[src/design/cht_pkg.sv]
// cht_pkg: shared types, constants and hash helper for the coalesced hash table.
// No dependencies.
package cht_pkg;
  localparam int SLOTS = 256;
  localparam int IDX_W = 8;
  localparam int LINK_W = 9;
  localparam int KEY_BYTES = 8;
  localparam int HASH_SHL = 5;
  localparam int HASH_SHR = 2;
  localparam int QDEPTH = 2;

  localparam logic [2:0] ST_INSERTED = 3'd0;
  localparam logic [2:0] ST_EXISTS = 3'd1;
  localparam logic [2:0] ST_FOUND = 3'd2;
  localparam logic [2:0] ST_NOT_FOUND = 3'd3;
  localparam logic [2:0] ST_FULL = 3'd4;

  localparam logic ACT_INSERT = 1'b0;
  localparam logic ACT_LOOKUP = 1'b1;

  // classified transaction passed from front to back
  typedef struct packed {
    logic        action;
    logic [63:0] key;
    logic [3:0]  len;
    logic [63:0] hash;
    logic [IDX_W-1:0] home;
    logic [31:0] value;
    logic [8:0]  size;
  } job_t;

  // slot record, one memory word
  typedef struct packed {
    logic [63:0] key;
    logic [3:0]  len;
    logic [63:0] hash;
    logic [31:0] value;
    logic [LINK_W-1:0] link;
  } slot_t;

  typedef enum logic [2:0] {
    FE_IDLE, FE_HASH, FE_MOD
  } fe_state_t;

  typedef enum logic [3:0] {
    BE_IDLE, BE_HREAD, BE_WALK, BE_PROBE, BE_PWAIT, BE_WRNEW, BE_WRHOME, BE_DONE
  } be_state_t;

  function automatic logic [63:0] hash_step(input logic [63:0] h, input logic [7:0] b);
    hash_step = h ^ ((h << HASH_SHL) + (h >> HASH_SHR) + {56'd0, b});
  endfunction
endpackage

[src/design/cht_front.sv]
// cht_front: accepts transactions, masks key, hashes one byte a cycle,
// reduces hash modulo table size one bit a cycle. Depends on cht_pkg.
module cht_front (
  input  logic clk,
  input  logic rst_n,
  input  logic in_valid,
  output logic in_ready,
  input  logic in_action,
  input  logic [63:0] in_key_bytes,
  input  logic [3:0] in_key_length,
  input  logic [31:0] in_value,
  input  logic [8:0] size,
  output logic job_valid,
  output cht_pkg::job_t job,
  input  logic job_ready
);
  import cht_pkg::*;
  fe_state_t st_r, st_nxt;
  job_t j_r, j_nxt;
  logic [3:0] cnt_r, cnt_nxt;
  logic [6:0] bit_r, bit_nxt;
  logic [8:0] rem_r, rem_nxt;
  logic [3:0] len;
  logic [63:0] mask;
  logic [9:0] sh;
  logic [7:0] b;

  always_comb begin
    len = (in_key_length > 4'd8) ? 4'd8 : in_key_length;
    mask = (len >= 4'd8) ? '1 : ((64'd1 << {len, 3'b000}) - 64'd1);
    b = 8'((j_r.key >> {cnt_r - 4'd1, 3'b000}) & 64'hFF);
    sh = {rem_r, j_r.hash[bit_r[5:0]]};
  end

  always_comb begin
    st_nxt = st_r;
    j_nxt = j_r;
    cnt_nxt = cnt_r;
    bit_nxt = bit_r;
    rem_nxt = rem_r;
    in_ready = 1'b0;
    job_valid = 1'b0;
    case (st_r)
      FE_IDLE: begin
        in_ready = 1'b1;
        if (in_valid) begin
          j_nxt.action = in_action;
          j_nxt.key = in_key_bytes & mask;
          j_nxt.len = len;
          j_nxt.hash = {60'd0, len};
          j_nxt.value = in_value;
          j_nxt.size = (size == 9'd0) ? 9'd1 : ((size > 9'(SLOTS)) ? 9'(SLOTS) : size);
          cnt_nxt = len;
          st_nxt = FE_HASH;
        end
      end
      FE_HASH: begin
        if (cnt_r == 4'd0) begin
          bit_nxt = 7'd63;
          rem_nxt = '0;
          st_nxt = FE_MOD;
        end else begin
          j_nxt.hash = hash_step(j_r.hash, b);
          cnt_nxt = cnt_r - 4'd1;
        end
      end
      FE_MOD: begin
        if (bit_r[6]) begin
          j_nxt.home = IDX_W'(rem_r);
          job_valid = 1'b1;
          if (job_ready) st_nxt = FE_IDLE;
        end else begin
          rem_nxt = (sh >= {1'b0, j_r.size}) ? 9'(sh - {1'b0, j_r.size}) : sh[8:0];
          bit_nxt = bit_r - 7'd1;
        end
      end
      default: st_nxt = FE_IDLE;
    endcase
  end

  always_comb job = j_nxt;

  always_ff @(posedge clk) begin
    if (!rst_n) st_r <= FE_IDLE;
    else st_r <= st_nxt;
    j_r <= j_nxt;
    cnt_r <= cnt_nxt;
    bit_r <= bit_nxt;
    rem_r <= rem_nxt;
  end
endmodule

[config.mk]
export PLATFORM = sky130hd
export DESIGN_NAME = cht_front
export DESIGN_NICKNAME = d
export VERILOG_FILES = /design/src/design/cht_pkg.sv /design/src/design/cht_front.sv
export SDC_FILE = /design/constraint.sdc
export NUM_CORES = 1
export LEC_CHECK = 0
export BUFFER_PORTS_ARGS = -buffer_cell sky130_fd_sc_hd__buf_4
export CAP_MARGIN = 5
export CORE_MARGIN = 2
export CORE_UTILIZATION = 56
export DETAILED_ROUTE_END_ITERATION = 6
export GPL_ROUTABILITY_DRIVEN = 0
export PLACE_DENSITY_LB_ADDON = 0.15
export SYNTH_ARGS = -nofsm -noshare
export SYNTH_HDL_FRONTEND = slang
export SYNTH_SLANG_ARGS = --single-unit
[constraint.sdc]
create_clock -name clk -period 8.5 [get_ports clk]
set_input_delay 1.7 -clock clk [delete_from_list [all_inputs] [get_ports clk]]
set_output_delay 1.7 -clock clk [all_outputs]
set_load 0.02 [all_outputs]
==> impl_metrics.env, run 1 <==
export IMPL_min_delay_start="j_r[114]"
export IMPL_initial_utilization_pct=57.2
export IMPL_syn_avg_cell_area_um2=8.36
export IMPL_drc_errors=0
export IMPL_rr_endpoint="j_r[103]"
export IMPL_setup_ws_ns=0.597
export IMPL_hold_end="j_r[114]"
export IMPL_synth_edf_count=20
export IMPL_wirelength_mm=45.2
export IMPL_place_hpwl_mm=34.2
export IMPL_cp_arrival_ns=6.20
export IMPL_p_total_mw=5.59
export IMPL_hold_viol_final=0
export IMPL_clock_skew_ns=0.0185
export IMPL_grt_overflow_total=0
export IMPL_grt_pass1_vias=13200
export IMPL_firstDrtPassIters=5
export IMPL_internal_power_mw=3.04
export IMPL_crit_fanout=19
export IMPL_reg2reg_depth=19
export IMPL_vias=13900
export IMPL_ctsHoldBuffers=0
export IMPL_area_delta_synth_final_pct=21.9
export IMPL_routedWlPerCell_um=20.1
export IMPL_ant_nets=0
export IMPL_cts_sinks=204
export IMPL_ys_ff_latch=204
export IMPL_pwr_share_comb_pct=54.1
export IMPL_die_area_um2=26300
export IMPL_ys_async_sr_fraction_pct=0
export IMPL_die_y_um=162
export IMPL_synth_nets=1927
export IMPL_run_status="completed"
export IMPL_nets=2158
export IMPL_cts_buffers=24
export IMPL_endpoint_kind="output pin"
export IMPL_setup_viol_count_final=0
export IMPL_fin_crit_ns=7.90
export IMPL_ir_worst_vdd_uv=276
export IMPL_r2r_start="cnt_r[0]"
export IMPL_power_leakage_nw=8.10
export IMPL_grt_pass1_wl_mm=70.2
export IMPL_cp_required_ns=6.80
export IMPL_switching_power_mw=2.55
export IMPL_worstSkewPairLatency_ns=0.53
export IMPL_die_x_um=162
export IMPL_swShare_pct=45.6
export IMPL_clkTransAtPathRegs_ns=0.07
export IMPL_clock_fmax_ghz=0.127
export IMPL_max_slew_margin_pct=15.8
export IMPL_grt_setup_unrepaired="false"
export IMPL_post_place_ws_ns=1.28
export IMPL_seq_area_frac_synth_pct=30.6
export IMPL_synth_ff_type="dfxtp_1"
export IMPL_track_usage_pct=33.0
export IMPL_cts_htree_levels=1
export IMPL_n_antenna_cell=0
export IMPL_rrSetupSlack_ns=2.85
export IMPL_slew_violations=0
export IMPL_worst_slew_pin_slew_ns=1.25
export IMPL_critPathLaunchType="flop"
export IMPL_final_cells=2248
export IMPL_seqPwrFrac_pct=27.3
export IMPL_syn_area_um2=14000
export IMPL_power_density_nw_per_um2=327
export IMPL_drive_above_1_share_pct=22.0
export IMPL_fin_tns_setup_ns=0
export IMPL_post_route_period_util_pct=93.0
export IMPL_grt_max_degree=109
export IMPL_place_inst=2204
export IMPL_cts_tree="built"
export IMPL_min_path_type="flop to flop"
export IMPL_fp_row_count=57
export IMPL_fp_coreArea_um2=24500
export IMPL_drt_iter0_drc=1377
export IMPL_postCtsSetupBuffers=0
export IMPL_synthesis_instances=1675
export IMPL_antenna_found_initial=0
export IMPL_ys_types=80
export IMPL_cts_buffer_depth=3
export IMPL_path_class="flop to output pin"
export IMPL_ys_warnings_count=0
export IMPL_cts_resized=0
export IMPL_fin_util_pct=69.8
export IMPL_ios=298
export IMPL_viasPerCell=6.20
export IMPL_clkPwrFrac_pct=18.6
export IMPL_io_buffer_count=297
export IMPL_cap_violations=0
export IMPL_hold_depth=2
export IMPL_cts_root_buf="clkbuf_16"
-- worst max-delay path by stage --
stage / end / startpoint / cells after the start
3_3_place_gp: job[110] / cnt_r[0] / 19
6_report: job[103] / cnt_r[0] / 20
2_1_floorplan: job[94] / cnt_r[0] / 22
3_5_place_dp: job[94] / cnt_r[0] / 21
4_1_cts: job[72] / cnt_r[0] / 21
5_1_grt: job[72] / cnt_r[0] / 21
-- through the flow --
| step | hold slack [ns] | area [µm²] |
|---|---|---|
| floorplan | 0.539 | 14000 |
| detailed placement | 0.435 | 16300 |
| global placement | 0.429 | 16300 |
| CTS | 0.450 | 17100 |
| global route | 0.462 | 17100 |
| finish | 0.447 | 17100 |
-- final cells by class --
cell class	instances	area, µm²
inverters	35	131
fillers	1982	7390
flip-flops and latches	204	4280
well taps	324	405
repair buffers	307	2300
clock inverters	11	92.6
clock buffers	33	707
multi-input cells	1334	9150
-- registers in the layout (all words and copies together) (netlist names) --
register / count
j_r: 182
st_r: 2
bit_r: 7
rem_r: 9
cnt_r: 4
-- routing by layer --
layer	vias up	GRT usage, %	share of wire, %
met5	-	0	0
met1	6631	43.6	42
li1	6571	-	-
met4	0	11.1	3.5
met2	628	55.6	48
met3	104	4.78	7.2
-- cells in the final DEF (no fill, tap or decap), types with 20 or more instances in the layout --
cell       count
edfxtp_1      20
clkbuf_16     26
o21ai_0      161
mux4_2        37
xnor2_1       46
a21o_1        34
nand2_1      306
xor2_1        25
dfxtp_1      184
nor2_1        78
a21oi_1      136
buf_4        307
inv_1         35
a22o_1        32
nand3_1       84
ha_1         133
-- worst max-delay path: stages (launching register included) --
cell      delay [ns]
edfxtp_1        0.32
buf_4           0.31
inv_1           0.08
ha_1            0.76
mux4_2          0.34
nand2_1         0.05
a21oi_1         0.25
fa_1            0.48
ha_1            0.39
a21oi_1         0.15
o21ai_0         0.16
or3b_1          0.44
o211ai_1        0.33
a21oi_2         0.17
a21oi_1         0.41
o31ai_1         0.15
xor2_1          0.22
a21oi_1         0.10
o21ai_0         0.20
o21ai_0         0.16
buf_4           0.19
-- cell usage after synthesis, drive strengths merged, types with 9 or more instances --
master / number / area (µm²)
nand3: 84 / 420
ha: 133 / 1660
clkbuf: 76 / 305
xnor2: 46 / 403
o21a: 10 / 75.1
a31oi: 10 / 62.6
dfxtp: 184 / 3680
and2: 9 / 58.8
o21ai: 167 / 836
inv: 35 / 131
a211oi: 15 / 118
mux2i: 9 / 90.1
edfxtp: 20 / 601
nand2: 308 / 1160
xor2: 25 / 219
buf: 26 / 155
a22o: 32 / 280
nor3: 18 / 101
a21o: 34 / 255
o31ai: 13 / 111
o211ai: 15 / 118
nand3b: 12 / 90.1
mux4: 37 / 833
nor2: 78 / 293
a21oi: 138 / 698
nand4: 19 / 134
-- power by group through the flow --
stage	combinational [mW]	clock, mW	sequential [mW]
floorplan	2.11	0	1.40
global placement	2.90	0	1.52
detailed placement	2.97	0	1.53
CTS	2.99	1.05	1.51
global route	3.27	1.09	1.55
finish	3.02	1.04	1.52
-- cells by family (layout without fill, tap and decap cells) --
family                     after synthesis  after routing  synth area share, %
AOI/OAI and AO/OA                      484            484                 21.6
xor gates and xnor gates                71             71                 4.44
adders and majority gates              138            138                 12.6
buffers and inverters                  137            386                 4.23
DFF                                    204            204                 30.6
muxes                                   53             53                 7.16
and+or+nand+nor                        588            588                 19.3
(Power assumes the default switching activity.)
==> inputs of run 2 (changes only) <==
GPL_ROUTABILITY_DRIVEN = default   (was 0)
RECOVER_POWER = 50   (was default)
SKIP_LAST_GASP = 1   (was default)
==> impl_metrics.env, run 2 (same netlist as run 1, synthesis figures left out) <==
export IMPL_run_status="complete, but fails checks"
export IMPL_violations="max-capacitance violations, max-slew violations"
export IMPL_cp_arrival_ns=6.29
export IMPL_grt_pass1_wl_mm=73.2
export IMPL_critPathLaunchType="flop"
export IMPL_cap_violations=1
export IMPL_clock_skew_ns=0.0145
export IMPL_worst_slew_pin_slew_ns=3.21
export IMPL_place_hpwl_mm=35.6
export IMPL_slew_violations=76
export IMPL_die_area_um2=26300
export IMPL_die_x_um=162
export IMPL_grt_max_degree=107
export IMPL_final_cells=2248
export IMPL_initial_utilization_pct=57.2
export IMPL_whs_ns=0.447
export IMPL_post_route_period_util_pct=94.0
export IMPL_setup_viol_count_final=0
export IMPL_viasPerCell=6.20
export IMPL_hold_depth=2
export IMPL_final_common_cell="nand2_1"
export IMPL_nets=2158
export IMPL_switching_power_mw=2.58
export IMPL_fin_tns_setup_ns=0
export IMPL_n_antenna_cell=0
export IMPL_drive_above_1_share_pct=19.2
export IMPL_drc_errors=0
export IMPL_seqPwrFrac_pct=27.4
export IMPL_place_congestion=0.937
export IMPL_wirelength_mm=47.1
export IMPL_worstSkewPairLatency_ns=0.54
export IMPL_place_area_um2=16300
export IMPL_vias=13900
export IMPL_firstDrtPassIters=5
export IMPL_pwr_share_comb_pct=53.8
export IMPL_power_leakage_nw=7.91
export IMPL_fp_coreArea_um2=24500
export IMPL_crit_fanout=19
export IMPL_cts_root_buf="clkbuf_16"
export IMPL_ant_nets=0
export IMPL_min_delay_start="j_r[24]"
export IMPL_area_delta_synth_final_pct=20.6
export IMPL_clkPwrFrac_pct=18.8
export IMPL_swShare_pct=46.2
export IMPL_postCtsSetupBuffers=0
export IMPL_clock_fmax_ghz=0.125
export IMPL_regArea_um2=4280
export IMPL_ir_worst_vdd_uv=242
export IMPL_r2r_start="cnt_r[0]"
export IMPL_endpoint_kind="output pin"
export IMPL_reg2reg_depth=19
export IMPL_largestRegisters="j_r x182, rem_r x9, bit_r x7"
export IMPL_grt_pass1_vias=13500
export IMPL_fill_cells=2059
export IMPL_largest_register="j_r"
export IMPL_cts_htree_levels=1
export IMPL_cts_buffer_depth=3
export IMPL_path_class="flop to output pin"
export IMPL_track_usage_pct=34.6
export IMPL_max_slew_margin_pct=-114
export IMPL_clkTransAtPathRegs_ns=0.06
export IMPL_fin_area_um2=16900
export IMPL_min_path_type="flop to flop"
export IMPL_fin_crit_ns=7.99
export IMPL_die_y_um=162
export IMPL_routedWlPerCell_um=20.9
export IMPL_cts_tree="built"
export IMPL_cp_required_ns=6.80
export IMPL_hold_end="j_r[24]"
export IMPL_ctsHoldBuffers=0
export IMPL_cts_sinks=204
export IMPL_ios=298
export IMPL_drt_iter0_drc=1245
export IMPL_antenna_found_initial=0
export IMPL_cts_buffers=24
export IMPL_largest_reg_flops=182
export IMPL_cts_resized=0
export IMPL_rr_endpoint="j_r[108]"
export IMPL_grt_setup_unrepaired="false"
export IMPL_fp_row_count=57
export IMPL_final_cell_mix="nand2_1 (307), buf_4 (262), dfxtp_1 (184)"
export IMPL_p_total_mw=5.59
export IMPL_internal_power_mw=3.01
export IMPL_hold_viol_final=0
export IMPL_grt_overflow_total=0
export IMPL_io_buffer_count=297
export IMPL_place_inst=2204
export IMPL_rrSetupSlack_ns=2.78
export IMPL_power_density_nw_per_um2=331
export IMPL_multi_input_area_um2=9130
-- run 2: cell types whose count changed in the layout (fill, tap and decap cells not counted), moves of 2 or more --
cell | before | now
and2_1 | 7 | 5
buf_4 | 307 | 262
clkbuf_1 | 4 | 51
clkinv_2 | 6 | 3
mux2_1 | 0 | 3
mux2_2 | 7 | 4
and2_0 | 0 | 3
-- run 2: routing by layer --
metal | up-vias | GRT usage [%] | part of all wire (%)
li1 | 6569 | - | -
met1 | 6665 | 46.6 | 43
met2 | 608 | 57.4 | 47
met3 | 99 | 5.75 | 7.2
met4 | 0 | 9.98 | 3.1
met5 | - | 0 | 0
-- run 2: worst max-delay path, stage by stage (launching register included) --
cell and delay, ns:
edfxtp_1 0.34, buf_4 0.32, inv_1 0.08, ha_1 0.74
mux4_2 0.40, nand2_1 0.08, a21oi_1 0.07, ha_1 0.31
ha_1 0.23, fa_1 0.42, a211oi_1 0.23, nor2_1 0.12
o21ai_0 0.64, o2111ai_1 0.21, o211ai_1 0.42, o221ai_1 0.28
nor2_1 0.24, a21oi_1 0.09, o21ai_0 0.19, o21ai_0 0.14
buf_4 0.18
-- run 2: through the flow --
step                      setup WS [ns]  util [%]
final                             0.509      69.1
after global routing              0.102      69.1
after CTS                         0.592      69.8
after detailed placement           1.22      66.5
after global placement             1.42      66.5
after floorplan                   0.997         -
-- run 2: how the worst max path moves through the flow --
stage | startpoint | endpoint | slack (ns) | cells past startpoint
4_1_cts | cnt_r[0] | job[108] | 0.59 | 20
3_5_place_dp | cnt_r[0] | job[108] | 1.22 | 21
6_report | cnt_r[0] | job[108] | 0.51 | 20
2_1_floorplan | cnt_r[0] | job[94] | 1.0 | 22
5_1_grt | cnt_r[0] | job[102] | 0.10 | 21
3_3_place_gp | cnt_r[0] | job[94] | 1.42 | 21
-- run 2: layout make-up --
| cell class | instances | area share, % |
|---|---|---|
| inverters | 35 | 0.778 |
| clock inverters | 9 | 0.511 |
| flip-flops and latches | 204 | 25.4 |
| well taps | 324 | 2.40 |
| multi-input cells | 1334 | 54.1 |
| repair buffers | 307 | 12.6 |
| clock buffers | 35 | 4.23 |
-- run 2: power by group through the flow --
stage	Clock (mW)	Sequential [mW]	Combinational (mW)
floorplan	0	1.40	2.11
global placement	0	1.53	2.95
detailed placement	0	1.54	3.00
CTS	1.06	1.52	3.02
global route	1.10	1.56	3.27
finish	1.05	1.53	3.01
