File: config.mk
export PLATFORM = sky130hd
export DESIGN_NAME = cht_queue
export DESIGN_NICKNAME = d
export VERILOG_FILES = /design/src/design/cht_pkg.sv /design/src/design/cht_queue.sv
export SDC_FILE = /design/constraint.sdc
export NUM_CORES = 1
export LEC_CHECK = 0
export BUFFER_PORTS_ARGS = -buffer_cell sky130_fd_sc_hd__buf_2
export CELL_PAD_IN_SITES_DETAIL_PLACEMENT = 1
export CELL_PAD_IN_SITES_GLOBAL_PLACEMENT = 1
export CORE_MARGIN = 3
export CORE_UTILIZATION = 48
export DETAILED_ROUTE_END_ITERATION = 8
export GPL_TIMING_DRIVEN = 0
export PLACE_DENSITY = 0.85
export SYNTH_ARGS = -nofsm -noshare
export SYNTH_HDL_FRONTEND = slang
export SYNTH_SLANG_ARGS = --single-unit
File: constraint.sdc
create_clock -name clk -period 15.3 [get_ports clk]
set_input_delay 1.53 -clock clk [delete_from_list [all_inputs] [get_ports clk]]
set_output_delay 1.53 -clock clk [all_outputs]
set_load 0.02 [all_outputs]
File: src/design/cht_pkg.sv
// cht_pkg: shared types, constants and hash helper for the coalesced hash table.
// No dependencies.
package cht_pkg;
  localparam int SLOTS = 256;
  localparam int IDX_W = 8;
  localparam int LINK_W = 9;
  localparam int KEY_BYTES = 8;
  localparam int HASH_SHL = 5;
  localparam int HASH_SHR = 2;
  localparam int QDEPTH = 2;

  localparam logic [2:0] ST_INSERTED = 3'd0;
  localparam logic [2:0] ST_EXISTS = 3'd1;
  localparam logic [2:0] ST_FOUND = 3'd2;
  localparam logic [2:0] ST_NOT_FOUND = 3'd3;
  localparam logic [2:0] ST_FULL = 3'd4;

  localparam logic ACT_INSERT = 1'b0;
  localparam logic ACT_LOOKUP = 1'b1;

  // classified transaction passed from front to back
  typedef struct packed {
    logic        action;
    logic [63:0] key;
    logic [3:0]  len;
    logic [63:0] hash;
    logic [IDX_W-1:0] home;
    logic [31:0] value;
    logic [8:0]  size;
  } job_t;

  // slot record, one memory word
  typedef struct packed {
    logic [63:0] key;
    logic [3:0]  len;
    logic [63:0] hash;
    logic [31:0] value;
    logic [LINK_W-1:0] link;
  } slot_t;

  typedef enum logic [2:0] {
    FE_IDLE, FE_HASH, FE_MOD
  } fe_state_t;

  typedef enum logic [3:0] {
    BE_IDLE, BE_HREAD, BE_WALK, BE_PROBE, BE_PWAIT, BE_WRNEW, BE_WRHOME, BE_DONE
  } be_state_t;

  function automatic logic [63:0] hash_step(input logic [63:0] h, input logic [7:0] b);
    hash_step = h ^ ((h << HASH_SHL) + (h >> HASH_SHR) + {56'd0, b});
  endfunction
endpackage

File: src/design/cht_queue.sv
// cht_queue: small FIFO of classified jobs between front and back.
// Depends on cht_pkg.
module cht_queue (
  input  logic clk,
  input  logic rst_n,
  input  logic wr_valid,
  output logic wr_ready,
  input  cht_pkg::job_t wr_job,
  output logic rd_valid,
  input  logic rd_ready,
  output cht_pkg::job_t rd_job
);
  import cht_pkg::*;
  job_t q_r [QDEPTH];
  logic wp_r, rp_r;
  logic [1:0] cnt_r;
  logic push, pop;
  always_comb begin
    wr_ready = cnt_r != 2'(QDEPTH);
    rd_valid = cnt_r != 2'd0;
    rd_job = q_r[rp_r];
    push = wr_valid && wr_ready;
    pop = rd_valid && rd_ready;
  end
  always_ff @(posedge clk) begin
    if (!rst_n) begin
      wp_r <= 1'b0;
      rp_r <= 1'b0;
      cnt_r <= '0;
    end else begin
      if (push) wp_r <= ~wp_r;
      if (pop) rp_r <= ~rp_r;
      cnt_r <= cnt_r + 2'(push) - 2'(pop);
    end
    if (push) q_r[wp_r] <= wr_job;
  end
endmodule

==> results of run 1 <==
per-layer routing:
metal | routed length (microns) | global-route usage [%] | vias up
met4 | 1110 | 8.11 | 2
met2 | 18200 | 39.3 | 285
met3 | 2340 | 5.91 | 69
met1 | 11300 | 22.6 | 3592
met5 | 13 | 0 | -
li1 | - | - | 3205
state kept, by name, indices dropped and copies added, names as in the netlist, named ones only:
register / cells
cnt_r: 2
q_r: 364
wp_r: 1
rp_r: 1
stage by stage:
step	cell area [sq um]	total power [W]	hold WS, ns
6_report	17200	0.00299	0.536
5_1_grt	17200	0.00311	0.578
4_1_cts	17200	0.00303	0.543
3_5_place_dp	16000	0.00215	0.537
3_3_place_gp	15800	0.00215	0.468
2_1_floorplan	13500	0.00188	0.455
power groups by stage:
stage                     sequential (W)  combinational [W]  clock, W
after CTS                        0.00130           0.000839  0.000882
final                            0.00130           0.000825  0.000863
after global routing             0.00131           0.000875  0.000921
after detailed placement         0.00132           0.000829         0
after global placement           0.00137           0.000779         0
after floorplan                  0.00135           0.000532         0
layout make-up:
class	count	area, sq um	area share [%]
Multi-Input combinational cell	200	2190	12.7
Inverter	1	3.75	0.0218
Tap cell	372	465	2.71
Clock inverter	21	155	0.902
Antenna cell	8	20.0	0.116
Clock buffer	46	1000	5.83
Timing Repair Buffer	378	2060	12.0
Sequential cell	369	11000	64.2
Buffer	20	268	1.56
logic make-up (layout without fill, tap and decap cells):
family	after synthesis	after routing	synth area share [%]
xor+xnor	3	3	0.195
compound gates	1	1	0.0557
buf+inv	21	466	2.01
other cells	0	8	0
simple gates	11	11	0.455
fa+ha+maj	2	2	0.186
flops	369	369	81.8
mux	183	183	15.3
how the worst min path moves through the flow:
stage	from	end	slack (ns)	depth (start not counted)
2_1_floorplan	wp_r	wp_r	0.45	2
3_3_place_gp	wp_r	wp_r	0.47	2
3_5_place_dp	wp_r	wp_r	0.54	2
4_1_cts	wp_r	wp_r	0.54	2
5_1_grt	wp_r	wp_r	0.58	2
6_report	wp_r	wp_r	0.54	2
synthesized netlist by cell type:
cell type                  number  area [sq um]
sky130_fd_sc_hd__nor2b_1        2          12.5
sky130_fd_sc_hd__mux2_2       182          2050
sky130_fd_sc_hd__buf_6          3          33.8
sky130_fd_sc_hd__and3_1         1          6.26
sky130_fd_sc_hd__nand2b_1       2          12.5
sky130_fd_sc_hd__xnor2_1        3          26.3
sky130_fd_sc_hd__ha_1           2          25.0
sky130_fd_sc_hd__or2_2          1          6.26
sky130_fd_sc_hd__clkbuf_8      17           234
sky130_fd_sc_hd__o21a_1         1          7.51
sky130_fd_sc_hd__and2_1         2          12.5
sky130_fd_sc_hd__dfxtp_1        5           100
sky130_fd_sc_hd__nand2_1        2          7.51
sky130_fd_sc_hd__mux2i_1        1          10.0
sky130_fd_sc_hd__inv_1          1          3.75
sky130_fd_sc_hd__edfxtp_1     364         10900
sky130_fd_sc_hd__nor2_1         1          3.75
critical path: stages, from the launching register on:
cell	delay, ns
sky130_fd_sc_hd__dfxtp_1	0.36
sky130_fd_sc_hd__buf_6	0.20
sky130_fd_sc_hd__clkbuf_8	0.21
sky130_fd_sc_hd__mux2_2	0.37
sky130_fd_sc_hd__buf_2	0.17
==> impl.org, run 1 <==
** Layout
- Leaving out filler cells and counting taps, the final layout contains ~1400.
- Final net count :: between 1000 and 1500
- In the final layout, the share of cells above drive strength 1 is around three fifths.
- Most frequent standard cell in the layout excluding fill and tap cells :: sky130_fd_sc_hd__buf_2
- Utilization after layout :: a little over three fifths
- Area delta synth->final :: 27.5%
- The filler cells instantiated in the layout total between 2000 and 2500.
- In the layout the commonest cells are 369 x sky130_fd_sc_hd__buf_2, 364 x sky130_fd_sc_hd__edfxtp_1, 182 x sky130_fd_sc_hd__mux2_2, 39 x sky130_fd_sc_hd__clkbuf_16, 17 x sky130_fd_sc_hd__clkbuf_8.

** STA
- Setup total negative slack on the finished layout was measured at 0 ns.
- Part of the cycle the worst path needs :: ~22%
- Post-layout min period :: between 3 and 4 ns
- The clock arrives with 0.00938 ns of skew.
- The number of hold violations in the final report was 0.
- For this run, the top clock speed supported by timing is approximately 0.30 GHz.
- The max-slew violation total from the final report was 0.
- Setup violations remaining at the end of the flow were counted as 0.
- Setup slack closes at 11.94 ns.
- Worst slew slack as a fraction of its limit :: between 40% and 50%
- Setup repair after global routing missed its margin :: false
- At the pin with the least slew margin, the transition time is between 0.8 and 0.9 ns.

** Placement
- Detailed placement finished with a half-perimeter wire length of between 20000 and 25000 microns.
- Gpl congestion :: about 0.73
- Instance count after placement with tap cells included :: about 1300
- Input and output buffers added on the ports amount to between 300 and 400.
- OpenSTA, run right after detailed placement, puts the worst setup slack at about 12 ns.

** Power
- Per report_power, the sequential group accounts for 43.6% of the total.
- Internal power component :: between 0.002 and 0.0025 W
- Switch share :: 29.8%
- Pwr Density :: about 170 nW/um^2
- Of the total power, combinational logic draws between 20 and 30%.
- Highest ir drop seen on vdd :: roughly 0.00011 V
- In this run the power spent charging and discharging nets is between 0.0008 and 0.0009 W.
- Total leakage power :: approximately 6.4 nW
- The clock network accounts for slightly below 30% of the total power.

** Drt
- First-pass iteration count of the detailed router :: 4
- DRC marker count from the first detailed-route iteration :: a little under 400
- Detailed routing inserted a total of roughly 7000 vias.
- Post-detailed-routing wire length :: between 30000 and 40000 microns
- Total DRC errors in the routed layout :: 0
- In the routed layout, each cell is associated on average with a via count of around 5.
- Number of nets with antenna violations after detailed routing :: 0
- Wirelength per Cell :: about 23 microns

** CTS
- TritonCTS built the clock tree.
- Count of hold-fix buffers inserted at cts :: 0
- CTS sink count :: roughly 370
- Clock-pin slew was measured on the worst setup and hold paths at 0.06 ns.
- Clock Path Buffers :: 3
- In this run, CTS created clock tree buffers numbering 38.
- Number of H-tree branching levels :: 2
- In this run the post-CTS setup repair buffer count came out at 0.
- At the later pin of the worst-skew pair, clock insertion delay measures 0.51 ns.
- Once the clock tree was built, the resizer swapped 0 gates to a different size.
- Library cell used as clock root buffer :: sky130_fd_sc_hd__clkbuf_16

** GRT
- The first global-routing pass estimated slightly below 50000 microns of wire.
- The via count of the first global-routing pass came to 8056.
- The number of antenna violations at the first check in global routing came to 9.
- Entering global routing, the biggest net connects 61 pins.
- Global route overflow :: 0
- Gr usage total :: a little over a fifth

** Logic synthesis
- Sequential cells were found to cover between 80% and 90% of the synthesized design area.
- Each instance of the synthesized netlist takes up on average 22.9 sq um.
- Instance count of the mapped netlist :: between 500 and 600
- In this run the cell area of the synthesized design comes to between 10000 and 15000 sq um.
- The number of different library cells used by synthesis comes to 17.
- Total of warnings raised by yosys :: 0
- The synthesized design contains 369 register bits.
- Synth Net Count :: slightly below 800

** Floorplanning
- Initial core utilization :: between 40% and 50%
- After floorplanning, the core was divided into 60 placement rows.
- The die is ~170 microns tall.
- Total die area :: ~30000 sq um
- The region available for standard cell placement spans around 27000 sq um.
- I/O pin count :: 370
- From left edge to right edge, the die measures about 170 microns.

** Worst setup path
- Sort of element at the start of the critical path :: flop
- The setup check on the worst reg-to-reg path leaves a slack of between 10 and 15 ns.
- Reg2reg path depth :: 5
- Capture point of the worst path :: rd_job[150]
- STA classifies the critical path endpoint as a primary output.
- In this run the critical register-to-register path is captured at q_r[0][147].
- The worst setup path is of the reg2out kind.
- Data arrival, critical path :: approximately 1.8 ns
- Top fanout value on the critical path :: 10
- The worst register-to-register path begins at cnt_r[0].
- At the worst endpoint, the required time is around 14 ns.

** Flow run
- Max capacitance violation total :: 0

** Outcome
- The run finished with clean final reports.

** Worst hold path
- Path class of the lowest-slack min-delay path :: reg2reg
(Power assumes the default switching activity.)
==> run 2, diff against run 1 <==
--- a/config.mk
+++ b/config.mk
@@ -9,10 +9,10 @@
 export CELL_PAD_IN_SITES_DETAIL_PLACEMENT = 1
 export CELL_PAD_IN_SITES_GLOBAL_PLACEMENT = 1
 export CORE_MARGIN = 3
-export CORE_UTILIZATION = 48
+export CORE_UTILIZATION = 44
 export DETAILED_ROUTE_END_ITERATION = 8
 export GPL_TIMING_DRIVEN = 0
-export PLACE_DENSITY = 0.85
+export PLACE_DENSITY = 0.79
 export SYNTH_ARGS = -nofsm -noshare
 export SYNTH_HDL_FRONTEND = slang
 export SYNTH_SLANG_ARGS = --single-unit
==> constraint.sdc (replaced) <==
create_clock -name clk -period 3.4 [get_ports clk]
set_input_delay 0.34 -clock clk [delete_from_list [all_inputs] [get_ports clk]]
set_output_delay 0.34 -clock clk [all_outputs]
set_load 0.02 [all_outputs]
==> impl.org, run 2 (synthesis results as in run 1) <==
** STA
- Worst Max-Slew Pin Slew :: 0.645 ns (-0.233 ns)
- Worst setup slack after layout :: 1.24 ns (-10.70 ns)
- The remaining max-slew budget at the tightest pin was 56.9% (+16 points).
- The worst-case clock skew was 0.0152 ns (+0.00581 ns).
- The number of setup violations in the final report came to 0 (unchanged).
- The number of hold violations in the final report was 0 (unchanged).
- Post-layout min period :: about 2.2 ns
- Aggregate negative setup slack :: 0 ns (unchanged)
- Part of the cycle the worst path needs :: about 64%
- Setup repair after global routing left no endpoint under its margin.
- The max-slew violation total from the final report was 0 (unchanged).
- F_max :: approximately 0.46 GHz

** Layout
- Largest register FFs :: 364 (unchanged)
- The largest registers in the layout are q_r (364), cnt_r (2).
- The number of standard cells in the final layout excluding fillers is 1475 (+4.2%).
- Fill cell total of the finished layout :: 2768 (+14%)
- Largest reg by FF count :: q_r
- Most frequent standard cell in the layout excluding fill and tap cells :: sky130_fd_sc_hd__buf_2
- The area growth from synthesis to layout is 31.5%.
- The final net count is 1244 (+4.0%).
- Utilization after layout :: 59.2% (-3.9 points)
- The total non-filler cell area in the finished layout was 17700 sq um (+3.1%).
- Layout cell share with drive strength beyond 1 :: 58.9% (-2.1 points)
- Leaving out fill and tap cells, the most frequent cells in the layout are 369 x sky130_fd_sc_hd__buf_2, 364 x sky130_fd_sc_hd__edfxtp_1, 182 x sky130_fd_sc_hd__mux2_2, 45 x sky130_fd_sc_hd__dlygate4sd3_1, 41 x sky130_fd_sc_hd__clkbuf_16.

** CTS
- Number of H-tree branching levels :: 2 (unchanged)
- The clock latency reported for the late side of the worst-skew pair is 0.51 ns (about the same).
- The number of buffers inserted during clock tree synthesis was 40 (+5.3%).
- The clock sink total is 369 (unchanged).
- Worst-path clk slew :: 0.05 ns (about the same)
- Library cell used as clock root buffer :: sky130_fd_sc_hd__clkbuf_16
- Clock Path Buffers :: 3 (unchanged)
- CTS tree :: built

** GRT
- The global-route wire length before repair is 49400 microns (+1.7%).
- The via count of the first global-routing pass is 8342 (+3.6%).
- Maximum number of pins on one net before global-route repair :: 67 (+9.8%)
- Number of antenna violations at the first check in global routing :: 7 (-2)
- Global route overflow :: 0 (unchanged)
- The aggregate global-route resource usage was 19.5% (-1.6 points).

** Worst setup path
- Crit-path slowest cell :: sky130_fd_sc_hd__dfxtp_1
- The worst endpoint required time is 3.06 ns (-10.71 ns).
- The worst setup path is launched from a flop.
- The peak per-stage delay on the critical path is 0.36 ns (about the same).
- Capturing element type of the critical path :: primary output
- Cells along the critical path :: buf_6 > clkbuf_8 > mux2_2 > buf_2
- Top fanout value on the critical path :: 10 (unchanged)
- The data arrival at the endpoint of the critical path came to 1.82 ns (about the same).
- By startpoint and endpoint, the worst setup path is classified as reg2out.

** Placement
- Gpl congestion :: 0.731 (+0.74%)
- The post-DP HPWL is 21800 microns (-5.4%).
- Instance count after placement with tap cells included :: 1359 (+1.4%)
- Post-DP Area :: 16100 sq um (+0.41%)
- Setup slack after placement :: 1.28 ns (-10.68 ns)
- Number of I/O port buffers :: 369 (unchanged)

** Power
- Internal power component :: 0.00961 W (+360%)
- The power per standard cell area is 768 nW/um^2 (+340%).
- The share of power burned in registers was 43.1% (-0.5 points).
- Proportion of power drawn by the clock network :: 29.2% (+0.3 points)
- Switch share :: 29.4% (-0.40 points)
- Total leakage power :: 6.63 nW (+3.6%)
- The worst vdd rail ir drop was 0.000474 V (+330%).
- The part of the power in combinational logic was 27.8% (+0.2 points).
- Net Sw Power :: 0.00400 W (+350%)

** Floorplanning
- The die span in x came to 181 microns (+4.3%).
- The area inside the core boundary is 30000 sq um (+9.9%).
- I/O pin count :: 370 (unchanged)
- Cell row count :: 63 (+5.0%)
- Initial core utilization :: 45.0% (-4.5 points)
- The chip height came to 181 microns (+4.3%).
- Total die area :: 32800 sq um (+8.8%)

** Drt
- Total vias in the final route :: 7319 (+2.3%)
- The total wire length came to 32700 microns (-0.61%).
- The first-pass iteration count of the detailed router came to 4 (unchanged).
- The detail-routed net length per standard cell is 22.2 microns (-4.7%).
- Number of nets with antenna violations after detailed routing :: 0 (unchanged)
- Total DRC errors in the routed layout :: 0 (unchanged)
- The average via count per standard cell came to 4.96 (-1.8%).
- DRC marker count from the first detailed-route iteration :: 369 (-5.1%)

** Worst hold path
- Path class of the lowest-slack min-delay path :: in2reg

** Flow run
- Max capacitance violation total :: 0 (unchanged)

** Outcome
- Run status :: finished clean
[run 2: cell types whose count changed in the layout (fill, tap and decap cells not counted), moves of 3 or more]
cell and change:
sky130_fd_sc_hd__clkbuf_1 +4, sky130_fd_sc_hd__clkinv_2 +3, sky130_fd_sc_hd__diode_2 -3, sky130_fd_sc_hd__clkinv_1 -6, sky130_fd_sc_hd__dlygate4sd3_1 +45
[run 2: timing repair]
action                                 in CTS  in global routing
setup buffers                               0                  0
hold buffers                               45                  0
endpoints found under the hold margin      87                  0
gates resized for setup                     0                  0
[run 2: power by group through the flow]
| stage | clock [W] | combinational (W) | sequential, W |
|---|---|---|---|
| 5_1_grt | 0.00426 | 0.00401 | 0.00591 |
| 3_5_place_dp | 0 | 0.00375 | 0.00595 |
| 2_1_floorplan | 0 | 0.00241 | 0.00595 |
| 3_3_place_gp | 0 | 0.00354 | 0.00600 |
| 4_1_cts | 0.00407 | 0.00383 | 0.00586 |
| 6_report | 0.00397 | 0.00378 | 0.00586 |
[run 2: stage by stage]
| stage | hold WS [ns] | total power (W) |
|---|---|---|
| after floorplan | 0.439 | 0.00835 |
| after global placement | 0.497 | 0.00954 |
| after detailed placement | 0.527 | 0.00970 |
| after CTS | 0.000352 | 0.0138 |
| after global routing | 0.00312 | 0.0142 |
| final | 0.0253 | 0.0136 |
[run 2: per-layer routing]
metal / up-vias / global-route usage (%) / share of wire, %
li1: 3293 / - / -
met1: 3645 / 21.3 / 35
met2: 303 / 36.3 / 54
met3: 72 / 5.44 / 7.7
met4: 6 / 6.73 / 3.0
met5: - / 0 / 0.13
[run 2: area by class of cell]
type | instances | area, sq um | area share (%)
multi-input cells | 200 | 2210 | 12.4
clock inverters | 14 | 115 | 0.649
diodes | 5 | 12.5 | 0.0706
repair buffers | 424 | 2530 | 14.3
plain buffers | 20 | 268 | 1.51
flip-flops and latches | 369 | 11000 | 62.2
inverters | 1 | 3.75 | 0.0212
well taps | 390 | 488 | 2.75
clock buffers | 52 | 1070 | 6.02
[run 2: worst max-delay path, delay by kind of cell (launching register included)]
family                 cells  cell delay [ns]
muxes                      1             0.36
DFF                        1             0.36
buffers and inverters      3             0.60
[run 2: path summary, 6_finish.rpt]
kind	from	to	slack [ns]	cells past startpoint
setup / recovery	flop	rd_job[27]	1.24	4
hold / removal	wr_job[108]	q_r[1][108]	0.03	1
setup reg to reg	cnt_r[0]	q_r[0][122]	1.29	6
hold reg to reg	wp_r	wp_r	0.53	2
==> run 3, diff against run 2 <==
--- a/config.mk
+++ b/config.mk
@@ -9,10 +9,10 @@
 export CELL_PAD_IN_SITES_DETAIL_PLACEMENT = 1
 export CELL_PAD_IN_SITES_GLOBAL_PLACEMENT = 1
 export CORE_MARGIN = 3
-export CORE_UTILIZATION = 44
+export CORE_UTILIZATION = 40
 export DETAILED_ROUTE_END_ITERATION = 8
 export GPL_TIMING_DRIVEN = 0
-export PLACE_DENSITY = 0.79
+export PLACE_DENSITY = 0.76
 export SYNTH_ARGS = -nofsm -noshare
 export SYNTH_HDL_FRONTEND = slang
 export SYNTH_SLANG_ARGS = --single-unit
==> constraint.sdc (replaced) <==
create_clock -name clk -period 1.8 [get_ports clk]
set_input_delay 0.18 -clock clk [delete_from_list [all_inputs] [get_ports clk]]
set_output_delay 0.18 -clock clk [all_outputs]
set_load 0.02 [all_outputs]
==> impl.org, run 3 (synthesis results as in run 1) <==
** Outcome
- The run finished, with violations left.
- The checks that failed: setup timing.

** Power
- The share of power burned in registers came to 41.3% (-1.8 points).
- The worst vdd rail ir drop came to 0.000985 V (+110%).
- Proportion of power drawn by the clock network :: 28.4% (-0.8 points)
- The internal portion of total power is 0.0189 W (+97%).
- The power per standard cell area is 1380 nW/um^2 (+79%).
- The power dissipated by switching net loads is 0.00805 W (+100%).
- The part of the power in combinational logic is 30.3% (+2.5 points).
- The leakage power summed over all cells is 7.42 nW (+12%).
- The fraction of power spent switching nets was 29.9% (+0.49 points).

** Floorplanning
- The effective utilization at floorplan is 41.0% (-4.0 points).
- The chip height was 190 microns (+4.7%).
- The area inside the core boundary came to 32900 sq um (+9.7%).
- The cell row count was 66 (+4.8%).
- I/O pin count :: 370 (unchanged)
- Chip width :: 190 microns (+4.7%)
- Total die area :: 35900 sq um (+9.7%)

** Worst setup path
- Data required time of the worst path :: 1.62 ns (-1.44 ns)
- The depth of the worst register-to-register path is 5 (-1).
- The worst setup path is captured at a primary output.
- The data arrival at the endpoint of the critical path was 1.76 ns (-0.06 ns).
- The endpoint identified for the worst register-to-register timing path is q_r[0][2].
- Sort of element at the start of the critical path :: flop
- Kind of critical path :: reg2out
- The startpoint identified for the worst register-to-register timing path is cnt_r[0].
- The peak per-stage delay on the critical path came to 0.37 ns (about the same).
- Among all stages on the critical path, the largest delay is contributed by sky130_fd_sc_hd__dfxtp_4.
- Cells along the critical path :: buf_12 > clkbuf_16 > mux2_2 > buf_2
- The maximum fanout along the worst path was 10 (unchanged).
- The setup slack on the worst flop-to-flop path is 0.12 ns (-1.17 ns).

** Layout
- The fraction of the core area covered by cells at the end of the flow was 59.6% (+0.41 points).
- The number of flip-flops in the largest register was 364 (unchanged).
- Leaving out fill and tap cells, the most frequent cell in the layout is sky130_fd_sc_hd__edfxtp_1.
- The number of standard cells in the final layout excluding fillers is 1670 (+13%).
- The largest registers in the layout are q_r (364), cnt_r (2).
- The library cells used most frequently in the layout, excluding fill and tap cells, are 364 x sky130_fd_sc_hd__edfxtp_1, 341 x sky130_fd_sc_hd__buf_2, 183 x sky130_fd_sc_hd__dlygate4sd3_1, 155 x sky130_fd_sc_hd__mux2_2, 49 x sky130_fd_sc_hd__clkbuf_16.
- The final net count was 1386 (+11%).
- Largest reg by FF count :: q_r
- Layout cell share with drive strength beyond 1 :: 52.3% (-6.6 points)
- Post-Layout Inst Area :: 19600 sq um (+10%)
- Area delta synth->final :: 45.3%

** GRT
- The via count of the first global-routing pass came to 9190 (+10%).
- Maximum number of pins on one net before global-route repair :: 57 (-15%)
- Global-route wire length before repair :: 55800 microns (+13%)
- The number of antenna violations at the first check in global routing is 1 (-6).
- The aggregate global-route resource usage is 20.3% (+0.86 points).
- Global route overflow :: 0 (unchanged)

** STA
- The number of setup violations in the final report was 182 (+182).
- Worst slew slack as a fraction of its limit :: 51.2% (-5.7 points)
- The post-route worst setup slack was -0.145 ns (-1.38 ns).
- The worst path in the final design needs a cycle of approximately 2 ns, including I/O delays and setup.
- The worst-case clock skew is 0.0110 ns (-0.00417 ns).
- The number of hold violations in the final report is 0 (unchanged).
- Setup repair after global routing could not meet its margin everywhere.
- The max-slew violation total from the final report is 0 (unchanged).
- The slew at the pin with the worst max-slew slack came to 0.731 ns (+0.0856 ns).
- F_max :: between 0.5 and 0.6 GHz
- Part of the cycle the worst path needs :: 108%

** CTS
- The clock transition at the registers of the reported paths was 0.06 ns (about the same).
- The number of levels the H-tree was split into came to 2 (unchanged).
- CTS sink count :: 369 (unchanged)
- CTS tree :: built
- The deepest clock path buffer count was 3 (unchanged).
- Insertion delay to the later sink of the worst-skew pair :: 0.51 ns (about the same)
- Number of CTS-inserted buffers :: 40 (unchanged)
- The tree is rooted in a sky130_fd_sc_hd__clkbuf_16.

** Drt
- The iteration-0 DRC count of the detailed router is 452 (+22%).
- The routed via count came to 8021 (+9.6%).
- Post-detailed-routing wire length :: 38200 microns (+17%)
- Number of nets with antenna violations after detailed routing :: 0 (unchanged)
- Wirelength per Cell :: 22.9 microns (+3.1%)
- The first-pass iteration count of the detailed router came to 5 (+1).
- Total DRC errors in the routed layout :: 0 (unchanged)
- Per-cell via count in the routed design :: 4.80 (-3.2%)

** Flow run
- The total of max-cap violations came to 0 (unchanged).

** Placement
- The routability-driven placement congestion ratio is 0.724 (-0.96%).
- Setup slack after placement :: -0.342 ns (-1.62 ns)
- The quantity of I/O buffers inserted on ports is 369 (unchanged).
- HPWL after detailed placement :: 22000 microns (+0.82%)
- The total instance count after detailed placement was 1410 (+3.8%).
- Post-DP Area :: 16100 sq um (+0.19%)

** Worst hold path
- The min-delay analysis places its worst path in the category in2reg.
- Instance count along the most critical hold path :: 3 (+2)
- Hold path startpoint :: wr_valid
- The worst hold path terminates at wp_r.
==> run 3: worst max path at each step <==
stage,slack (ns),from,end
6_report,-0.14,flop,rd_job[30]
5_1_grt,-0.21,flop,rd_job[30]
4_1_cts,-0.19,flop,rd_job[13]
3_5_place_dp,-0.34,cnt_r[0],q_r[0][2]
3_3_place_gp,-3.44,cnt_r[0],q_r[0][10]
2_1_floorplan,-1.88,cnt_r[0],q_r[0][0]
==> run 3: area by class of cell <==
type	instances	area (sq um)
diodes	1	2.50
plain buffers	20	390
clock buffers	52	1070
clock inverters	19	133
fillers	3019	13300
inverters	1	3.75
multi-input cells	202	2320
flip-flops and latches	369	11000
well taps	442	553
repair buffers	564	4080
==> run 3: worst max-delay path: cells and delay by family (launching register included) <==
kind,cells,cell delay (ns)
buf+inv,3,0.54
mux,1,0.34
flops,1,0.37
==> run 3: power groups by stage <==
stage	Combinational (W)	Sequential, W	Clock (W)
finish	0.00816	0.0111	0.00765
CTS	0.00788	0.0111	0.00774
global route	0.00862	0.0112	0.00822
floorplan	0.00454	0.0112	0
global placement	0.00672	0.0113	0
detailed placement	0.00705	0.0112	0
==> run 3: metrics by stage <==
stage / hold slack (ns) / setup TNS [ns] / power [W]
3_3_place_gp: 0.367 / -1108.30 / 0.0181
5_1_grt: 0.0320 / -29.25 / 0.0280
6_report: 0.0544 / -17.27 / 0.0269
4_1_cts: 0.00711 / -26.95 / 0.0267
2_1_floorplan: 0.279 / -599.41 / 0.0158
3_5_place_dp: 0.371 / -32.68 / 0.0183
==> run 3: timing repair <==
action	CTS	global route
setup buffers	3	0
pin swaps	1	1
hold endpoints to repair	369	0
endpoints found under the setup margin	343	194
gates resized for setup	63	45
hold buffers	183	0
gates cloned	1	1
==> run 3: routing by layer <==
layer	up-vias	GRT usage, %	wire length (microns)
li1	3575	-	-
met1	4064	22.1	13700
met2	310	38.5	20700
met3	72	5.82	2780
met4	0	5.69	1050
met5	-	0	0
